--- src/design/alu8f_pkg.sv ---
// Shared types and constants for the 8-bit ALU with flags.
// No dependencies; used by the core and the top level.
package alu8f_pkg;

    // Operation codes carried on the input channel.
    typedef enum logic [3:0] {
        OP_ADD = 4'd0,
        OP_ADC = 4'd1,
        OP_SUB = 4'd2,
        OP_SBC = 4'd3,
        OP_AND = 4'd4,
        OP_XOR = 4'd5,
        OP_OR  = 4'd6,
        OP_CP  = 4'd7,
        OP_INC = 4'd8,
        OP_DEC = 4'd9,
        OP_DAA = 4'd10,
        OP_SCF = 4'd11,
        OP_CCF = 4'd12,
        OP_CPL = 4'd13
    } op_t;

    // Flag register, Z N H C.
    typedef struct packed {
        logic z;
        logic n;
        logic h;
        logic c;
    } flags_t;

    // Everything the ALU produces for one transaction.
    typedef struct packed {
        logic [7:0] value;
        logic       write_back;
        flags_t     flags;
    } alu_res_t;

    // Decimal adjust constants.
    localparam logic [7:0] DAA_LIMIT    = 8'h99;
    localparam logic [7:0] DAA_HI_ADJ   = 8'h60;
    localparam logic [7:0] DAA_LO_ADJ   = 8'h06;
    localparam logic [3:0] DAA_LO_LIMIT = 4'h9;
    localparam logic [3:0] NIBBLE_MAX   = 4'hF;
    localparam logic [7:0] BYTE_ONE     = 8'h01;

endpackage

--- src/design/alu8f_core.sv ---
// Combinational datapath of the 8-bit ALU: result, write-back and new flags.
// Depends on alu8f_pkg.
module alu8f_core (
    input  alu8f_pkg::op_t     op,
    input  logic [7:0]         operand_a,
    input  logic [7:0]         operand_b,
    input  alu8f_pkg::flags_t  flags_in,
    output alu8f_pkg::alu_res_t res
);

    logic       add_cin;
    logic       sub_cin;
    logic [8:0] add_sum;
    logic [4:0] add_half;
    logic [8:0] sub_diff;
    logic [4:0] sub_half;
    logic [7:0] inc_val;
    logic [7:0] dec_val;
    logic [7:0] daa_step;
    logic [7:0] daa_val;
    logic       daa_carry;

    // Adder and subtractor share nothing; both are only nine bits wide.
    assign add_cin  = (op == alu8f_pkg::OP_ADC) & flags_in.c;
    assign sub_cin  = (op == alu8f_pkg::OP_SBC) & flags_in.c;
    assign add_sum  = {1'b0, operand_a} + {1'b0, operand_b} + {8'd0, add_cin};
    assign add_half = {1'b0, operand_a[3:0]} + {1'b0, operand_b[3:0]} + {4'd0, add_cin};
    assign sub_diff = {1'b0, operand_a} - {1'b0, operand_b} - {8'd0, sub_cin};
    assign sub_half = {1'b0, operand_a[3:0]} - {1'b0, operand_b[3:0]} - {4'd0, sub_cin};
    assign inc_val  = operand_a + alu8f_pkg::BYTE_ONE;
    assign dec_val  = operand_a - alu8f_pkg::BYTE_ONE;

    // Decimal adjust after an addition or a subtraction, driven by the stored flags.
    always_comb begin
        daa_step  = operand_a;
        daa_val   = operand_a;
        daa_carry = flags_in.c;
        if (!flags_in.n) begin
            if (flags_in.c || (operand_a > alu8f_pkg::DAA_LIMIT)) begin
                daa_step  = operand_a + alu8f_pkg::DAA_HI_ADJ;
                daa_carry = 1'b1;
            end
            daa_val = daa_step;
            if (flags_in.h || (daa_step[3:0] > alu8f_pkg::DAA_LO_LIMIT)) begin
                daa_val = daa_step + alu8f_pkg::DAA_LO_ADJ;
            end
        end else begin
            if (flags_in.c) begin
                daa_step = operand_a - alu8f_pkg::DAA_HI_ADJ;
            end
            daa_val = daa_step;
            if (flags_in.h) begin
                daa_val = daa_step - alu8f_pkg::DAA_LO_ADJ;
            end
        end
    end

    // Operation decode: pick the result and the flag updates.
    always_comb begin
        res.value      = operand_a;
        res.write_back = 1'b1;
        res.flags      = flags_in;
        unique case (op)
            alu8f_pkg::OP_ADD, alu8f_pkg::OP_ADC: begin
                res.value   = add_sum[7:0];
                res.flags.z = (add_sum[7:0] == 8'd0);
                res.flags.n = 1'b0;
                res.flags.h = add_half[4];
                res.flags.c = add_sum[8];
            end
            alu8f_pkg::OP_SUB, alu8f_pkg::OP_SBC, alu8f_pkg::OP_CP: begin
                res.flags.z = (sub_diff[7:0] == 8'd0);
                res.flags.n = 1'b1;
                res.flags.h = sub_half[4];
                res.flags.c = sub_diff[8];
                if (op == alu8f_pkg::OP_CP) begin
                    res.write_back = 1'b0;
                end else begin
                    res.value = sub_diff[7:0];
                end
            end
            alu8f_pkg::OP_AND: begin
                res.value   = operand_a & operand_b;
                res.flags.z = ((operand_a & operand_b) == 8'd0);
                res.flags.n = 1'b0;
                res.flags.h = 1'b1;
                res.flags.c = 1'b0;
            end
            alu8f_pkg::OP_XOR: begin
                res.value   = operand_a ^ operand_b;
                res.flags.z = ((operand_a ^ operand_b) == 8'd0);
                res.flags.n = 1'b0;
                res.flags.h = 1'b0;
                res.flags.c = 1'b0;
            end
            alu8f_pkg::OP_OR: begin
                res.value   = operand_a | operand_b;
                res.flags.z = ((operand_a | operand_b) == 8'd0);
                res.flags.n = 1'b0;
                res.flags.h = 1'b0;
                res.flags.c = 1'b0;
            end
            alu8f_pkg::OP_INC: begin
                res.value   = inc_val;
                res.flags.z = (inc_val == 8'd0);
                res.flags.n = 1'b0;
                res.flags.h = (inc_val[3:0] == 4'd0);
            end
            alu8f_pkg::OP_DEC: begin
                res.value   = dec_val;
                res.flags.z = (dec_val == 8'd0);
                res.flags.n = 1'b1;
                res.flags.h = (dec_val[3:0] == alu8f_pkg::NIBBLE_MAX);
            end
            alu8f_pkg::OP_DAA: begin
                res.value   = daa_val;
                res.flags.z = (daa_val == 8'd0);
                res.flags.h = 1'b0;
                res.flags.c = daa_carry;
            end
            alu8f_pkg::OP_SCF: begin
                res.write_back = 1'b0;
                res.flags.n    = 1'b0;
                res.flags.h    = 1'b0;
                res.flags.c    = 1'b1;
            end
            alu8f_pkg::OP_CCF: begin
                res.write_back = 1'b0;
                res.flags.n    = 1'b0;
                res.flags.h    = 1'b0;
                res.flags.c    = ~flags_in.c;
            end
            alu8f_pkg::OP_CPL: begin
                res.value   = ~operand_a;
                res.flags.n = 1'b1;
                res.flags.h = 1'b1;
            end
            default: begin
                // Unused codes pass the operand through and leave the flags alone.
                res.write_back = 1'b0;
            end
        endcase
    end

endmodule

--- src/design/cpu_8bit_alu_with_flags_top.sv ---
// Top level of the 8-bit ALU with Z/N/H/C flags: input register, flag register,
// output register. Depends on alu8f_pkg and alu8f_core.
//
// Usage:
//   The input channel (s_valid/s_ready) carries one operation per transaction:
//   an opcode and two 8-bit operands. The result channel (m_valid/m_ready)
//   returns the 8-bit value, the write-back bit and the four updated flags.
//   The flags live in a register inside the block; every operation reads the
//   flags left by the operation before it, so DAA, ADC, SBC and CCF see the
//   carry of the preceding transaction.
//   A transaction accepted on the input channel passes the input register and
//   then the output register before it shows up on the result channel.
//   Throughput: one transaction per cycle while m_ready is high; the single
//   compute stage between the two registers sets this, and the flag register
//   is written in that same stage so it is always current.
//   Stall: when m_ready is low the result holds; one more transaction can
//   still be taken into the input register, after which s_ready drops.
//   Reset: aresetn low clears both valid bits and all four flags.
module cpu_8bit_alu_with_flags_top (
    input  logic       aclk,
    input  logic       aresetn,
    input  logic       s_valid,
    output logic       s_ready,
    input  logic [3:0] s_op,
    input  logic [7:0] s_operand_a,
    input  logic [7:0] s_operand_b,
    output logic       m_valid,
    input  logic       m_ready,
    output logic [7:0] m_result_value,
    output logic       m_write_back,
    output logic       m_zero_flag,
    output logic       m_subtract_flag,
    output logic       m_half_carry_flag,
    output logic       m_carry_flag
);

    logic                in_valid_reg;
    logic                in_valid_next;
    alu8f_pkg::op_t      in_op_reg;
    logic [7:0]          in_a_reg;
    logic [7:0]          in_b_reg;
    logic                out_valid_reg;
    logic                out_valid_next;
    alu8f_pkg::alu_res_t out_res_reg;
    alu8f_pkg::flags_t   flags_reg;
    alu8f_pkg::alu_res_t alu_res;
    logic                s_fire;
    logic                advance;

    // Handshake: the compute stage moves forward when the output slot is free or draining.
    assign advance = in_valid_reg && (!out_valid_reg || m_ready);
    assign s_ready = !in_valid_reg || advance;
    assign s_fire  = s_valid && s_ready;

    always_comb begin
        in_valid_next  = s_fire || (in_valid_reg && !advance);
        out_valid_next = advance || (out_valid_reg && !m_ready);
    end

    // Datapath of one operation.
    alu8f_core u_core (
        .op        (in_op_reg),
        .operand_a (in_a_reg),
        .operand_b (in_b_reg),
        .flags_in  (flags_reg),
        .res       (alu_res)
    );

    // Control state: valid bits and the flag register.
    always_ff @(posedge aclk) begin
        if (!aresetn) begin
            in_valid_reg  <= 1'b0;
            out_valid_reg <= 1'b0;
            flags_reg     <= '0;
        end else begin
            in_valid_reg  <= in_valid_next;
            out_valid_reg <= out_valid_next;
            if (advance) begin
                flags_reg <= alu_res.flags;
            end
        end
    end

    // Payload registers.
    always_ff @(posedge aclk) begin
        if (s_fire) begin
            in_op_reg <= alu8f_pkg::op_t'(s_op);
            in_a_reg  <= s_operand_a;
            in_b_reg  <= s_operand_b;
        end
        if (advance) begin
            out_res_reg <= alu_res;
        end
    end

    assign m_valid           = out_valid_reg;
    assign m_result_value    = out_res_reg.value;
    assign m_write_back      = out_res_reg.write_back;
    assign m_zero_flag       = out_res_reg.flags.z;
    assign m_subtract_flag   = out_res_reg.flags.n;
    assign m_half_carry_flag = out_res_reg.flags.h;
    assign m_carry_flag      = out_res_reg.flags.c;

endmodule

--- config.mk ---
export PLATFORM = sky130hd
export DESIGN_NAME = cpu_8bit_alu_with_flags_top
export DESIGN_NICKNAME = d
export VERILOG_FILES = /design/src/design/alu8f_pkg.sv /design/src/design/alu8f_core.sv /design/src/design/cpu_8bit_alu_with_flags_top.sv
export SDC_FILE = /design/constraint.sdc
export NUM_CORES = 1
export LEC_CHECK = 0
export BUFFER_PORTS_ARGS = -buffer_cell sky130_fd_sc_hd__buf_2
export CORE_UTILIZATION = 32
export DETAILED_ROUTE_END_ITERATION = 12
export SYNTH_ARGS = -nofsm -noshare
export SYNTH_HDL_FRONTEND = slang
export SYNTH_SLANG_ARGS = --single-unit
--- constraint.sdc ---
create_clock -name aclk -period 4.1 [get_ports aclk]
set_input_delay 0.82 -clock aclk [delete_from_list [all_inputs] [get_ports aclk]]
set_output_delay 0.82 -clock aclk [all_outputs]
set_load 0.005 [all_outputs]
==> qor.json <==
{
  "min_path": {
    "worstHoldPathType": "flop to flop"
  },
  "timing": {
    "maxSlewHeadroom_pct": 30.8,
    "min_period_over_period_pct": 86.9,
    "fmaxAchievable_mhz": 281,
    "fin_setup_tns_ns": 0,
    "minimum_clock_period_ns": 3.56,
    "grt_setup_unrepaired": "no",
    "tightest_slew_ns": 1.04,
    "skew_ns": 0.00573,
    "slew_violations": 0,
    "setup_violations": 0,
    "post-route-worst-setup-slack_ns": 0.538,
    "hold_viol": 0
  },
  "floorplan": {
    "vertical_extent_of_the_die_um": 118,
    "initial_utilization_pct": 33.4,
    "design.portCount": 39,
    "design.die.area_um2": 13900,
    "die-width_um": 118,
    "placeableCoreArea_um2": 12900,
    "placementRows": 41
  },
  "clocking": {
    "clock_sinks": 39,
    "cts_max_level": 2,
    "cts.reportedPaths.clkPinSlew_ns": 0.06,
    "tritoncts": "built",
    "clk-insertion-delay-late_ns": 0.29,
    "cts_post_setup_buffers_inserted": 0,
    "cts.path.max_buffers": 2,
    "post_cts_resize_count": 0,
    "clock_buffer_count_from_cts": 5,
    "clock_tree.root_cell": "sky130_fd_sc_hd__clkbuf_16",
    "cts-hold-fix-buffers": 0
  },
  "critical_path": {
    "critical_path.endpoint_type": "flop",
    "timing.setup.critical_path_class": "flop to flop",
    "critPathTopFamily": "simple AND/OR/NAND/NOR gates",
    "critPathLaunchType": "flop",
    "cpMaxStageDelayCell": "sky130_fd_sc_hd__edfxtp_1",
    "critPathArrivalTime_ns": 3.69,
    "cp.required_ns": 4.23,
    "crit_fanout": 9,
    "path_buf_inv": 1,
    "cells_along_the_critical_path": "or2_1, nor4_1, fa_1, inv_1, fa_1, nor2b_1, o21ai_1, or4b_1, nor4_1, a21boi_1, a21oi_1",
    "critical-path-max-stage-delay_ns": 0.51
  },
  "power": {
    "p_leak_nw": 1.91,
    "power_frac_seq_pct": 35.6,
    "power_frac_clock_pct": 27.6,
    "power_report.internal_total_mw": 0.875,
    "total_power_density_per_cell_area_nw_per_um2": 279,
    "switchingPower_mw": 0.483,
    "worst_case_vdd_ir_drop_mv": 0.194,
    "p_comb_share_pct": 36.8,
    "netSwitchingFraction_pct": 35.6
  },
  "yosys": {
    "synth-seq-cells": 39,
    "synth_edf_count": 33,
    "synth_area_per_cell_um2": 8.40,
    "netlist_area_um2": 4300,
    "synth.net_count": 580,
    "postSynth.asyncResetShare_pct": 0,
    "synth-warning-count": 0,
    "synth.largest_area_cell": "sky130_fd_sc_hd__edfxtp_1",
    "synth.top_cell.area_share_pct": 23.0,
    "synth_seq_area_share_pct": 25.8,
    "netlist_instances": 512,
    "ys_types": 74,
    "yosys-top-cells-area": "sky130_fd_sc_hd__edfxtp_1, sky130_fd_sc_hd__ha_1, sky130_fd_sc_hd__nor2_1",
    "synth_top_flop_cell": "sky130_fd_sc_hd__edfxtp_1"
  },
  "global_routing": {
    "track_usage_pct": 22.2,
    "grt_start_max_net_pins": 35,
    "grt_overflow": 0,
    "antenna_violations_before_repair": 0,
    "grt_pass1_wl_mm": 23.8,
    "via_count_of_the_first_global_routing_pass": 4088
  },
  "drt": {
    "count_of_routing_violations_after_the_opening_detailed_route_iteration": 537,
    "remaining_drc_errors": 0,
    "dr_total_vias": 4307,
    "route.detailed.wl_per_inst_um": 21.1,
    "post_drt_via_cell_ratio": 5.97,
    "postRouteAntennaNets": 0,
    "totalWireLength_mm": 15.2,
    "detailedRoute.firstPassIterationCount": 5
  },
  "place": {
    "dpl.hpwl_mm": 11.8,
    "port_buffers": 38,
    "dp_slack_ns": 0.605,
    "replace_congestion": 0.969
  },
  "layout": {
    "drive_gt1_share_pct": 15.1,
    "finish.net_count": 617,
    "insertedDiodeCount": 0,
    "syn_to_final_growth_pct": 13.2,
    "postLayoutCoreUtil_pct": 37.8
  },
  "run_status": {
    "outcome": "complete, no violations"
  },
  "flow_run": {
    "cap_viol_max_count": 0
  }
}
per-layer routing:
metal	share of wire, %	global-route usage, %	up-vias	routed length [um]
met5	0	0	-	0
met4	4.1	9.29	0	626
met3	9.6	4.07	43	1470
met2	44	34.2	250	6680
met1	42	30.2	2004	6470
li1	-	-	2010	-
placed cells by master (no fill, tap or decap), types with 4 or more instances in the layout:
cell type | Yosys | routed
sky130_fd_sc_hd__a211oi_1 | 10 | 10
sky130_fd_sc_hd__a22oi_1 | 5 | 5
sky130_fd_sc_hd__nor4_1 | 8 | 8
sky130_fd_sc_hd__buf_4 | 1 | 21
sky130_fd_sc_hd__o21a_1 | 5 | 5
sky130_fd_sc_hd__nor2b_1 | 14 | 14
sky130_fd_sc_hd__mux2i_1 | 10 | 10
sky130_fd_sc_hd__buf_2 | 11 | 38
sky130_fd_sc_hd__o22ai_1 | 6 | 6
sky130_fd_sc_hd__clkbuf_16 | 0 | 5
sky130_fd_sc_hd__a2111oi_0 | 4 | 4
sky130_fd_sc_hd__o211ai_1 | 4 | 4
sky130_fd_sc_hd__nor2_1 | 41 | 41
sky130_fd_sc_hd__fa_1 | 4 | 4
sky130_fd_sc_hd__xnor2_1 | 17 | 17
sky130_fd_sc_hd__o221ai_1 | 7 | 7
sky130_fd_sc_hd__a31oi_1 | 5 | 5
sky130_fd_sc_hd__nand2b_1 | 8 | 8
sky130_fd_sc_hd__o2111ai_1 | 4 | 4
sky130_fd_sc_hd__a221oi_1 | 5 | 5
sky130_fd_sc_hd__nor3_1 | 16 | 16
sky130_fd_sc_hd__xor2_1 | 6 | 6
sky130_fd_sc_hd__nand2_1 | 32 | 32
sky130_fd_sc_hd__nand4_1 | 6 | 6
sky130_fd_sc_hd__o21ai_0 | 30 | 30
sky130_fd_sc_hd__dfxtp_1 | 6 | 6
sky130_fd_sc_hd__inv_1 | 34 | 34
sky130_fd_sc_hd__a21oi_1 | 29 | 29
sky130_fd_sc_hd__and3_1 | 8 | 8
sky130_fd_sc_hd__a32o_1 | 4 | 4
sky130_fd_sc_hd__ha_1 | 40 | 40
sky130_fd_sc_hd__edfxtp_1 | 33 | 33
sky130_fd_sc_hd__nand3_1 | 16 | 16
worst register-to-register path: stages, from the launching register on:
cell	delay, ns
sky130_fd_sc_hd__edfxtp_1	0.51
sky130_fd_sc_hd__or2_1	0.39
sky130_fd_sc_hd__nor4_1	0.30
sky130_fd_sc_hd__fa_1	0.30
sky130_fd_sc_hd__inv_1	0.07
sky130_fd_sc_hd__fa_1	0.43
sky130_fd_sc_hd__nor2b_1	0.23
sky130_fd_sc_hd__o21ai_1	0.09
sky130_fd_sc_hd__or4b_1	0.46
sky130_fd_sc_hd__nor4_1	0.29
sky130_fd_sc_hd__a21boi_1	0.16
sky130_fd_sc_hd__a21oi_1	0.17
power groups by stage:
stage          Sequential (mW)  Combinational [mW]  Clock (mW)
4_1_cts                  0.484               0.490       0.384
3_3_place_gp             0.491               0.491           0
3_5_place_dp             0.492               0.488           0
6_report                 0.484               0.499       0.374
2_1_floorplan            0.485               0.338           0
5_1_grt                  0.487               0.541       0.403
worst paths after layout:
path,depth (start not counted),to,slack [ns],start
worst max-delay path,11,m_zero_flag$_DFFE_PP_,0.54,in_op_reg[3]$_DFFE_PP_
worst min-delay path,2,m_valid$_SDFF_PN0_,0.52,in_valid_reg$_SDFF_PN0_
worst min register to register,2,m_valid$_SDFF_PN0_,0.52,in_valid_reg$_SDFF_PN0_
worst max register to register,11,m_zero_flag$_DFFE_PP_,0.54,in_op_reg[3]$_DFFE_PP_
cells in the mapped netlist, types with 6 or more instances:
master and n:
sky130_fd_sc_hd__buf_2 11, sky130_fd_sc_hd__buf_1 7, sky130_fd_sc_hd__o221ai_1 7, sky130_fd_sc_hd__dfxtp_1 6, sky130_fd_sc_hd__ha_1 40, sky130_fd_sc_hd__nor2b_1 14
sky130_fd_sc_hd__a211oi_1 10, sky130_fd_sc_hd__o21ai_0 30, sky130_fd_sc_hd__inv_1 34, sky130_fd_sc_hd__nand2_1 32, sky130_fd_sc_hd__o22ai_1 6, sky130_fd_sc_hd__and3_1 8
sky130_fd_sc_hd__nand2b_1 8, sky130_fd_sc_hd__clkbuf_1 9, sky130_fd_sc_hd__nand4_1 6, sky130_fd_sc_hd__nor2_1 41, sky130_fd_sc_hd__xnor2_1 17, sky130_fd_sc_hd__nor3_1 16
sky130_fd_sc_hd__xor2_1 6, sky130_fd_sc_hd__mux2i_1 10, sky130_fd_sc_hd__nand3_1 16, sky130_fd_sc_hd__a21oi_1 29, sky130_fd_sc_hd__nor4_1 8, sky130_fd_sc_hd__edfxtp_1 33
cell families (layout without fill, tap and decap cells):
| logic type | Yosys count | after routing | synth area share, % |
|---|---|---|---|
| adders and majority gates | 44 | 44 | 13.5 |
| AOI/OAI and AO/OA | 159 | 159 | 26.0 |
| DFF | 39 | 39 | 25.8 |
| xor gates and xnor gates | 24 | 24 | 5.06 |
| and+or+nand+nor | 170 | 170 | 20.4 |
| buffers and inverters | 63 | 101 | 6.08 |
| muxes | 13 | 13 | 3.11 |
final cells by class:
class                      count  area, um2
fill                        1302       8010
multi-input combinational    410       2930
sequential                    39       1110
timing repair buffer          59        348
tap                          172        215
clock buffer                   6        129
inverter                      34        128
clock inverter                 2       8.76
through the flow:
stage	std cells	cell area [um2]	hold slack [ns]	power, mW
CTS	722	4870	0.513	1.36
detailed placement	714	4730	0.501	0.980
global route	722	4870	0.549	1.43
global placement	714	4730	0.496	0.982
finish	722	4870	0.516	1.36
floorplan	512	4300	0.478	0.823
No activity file was read; power rests on OpenSTA's default activity.
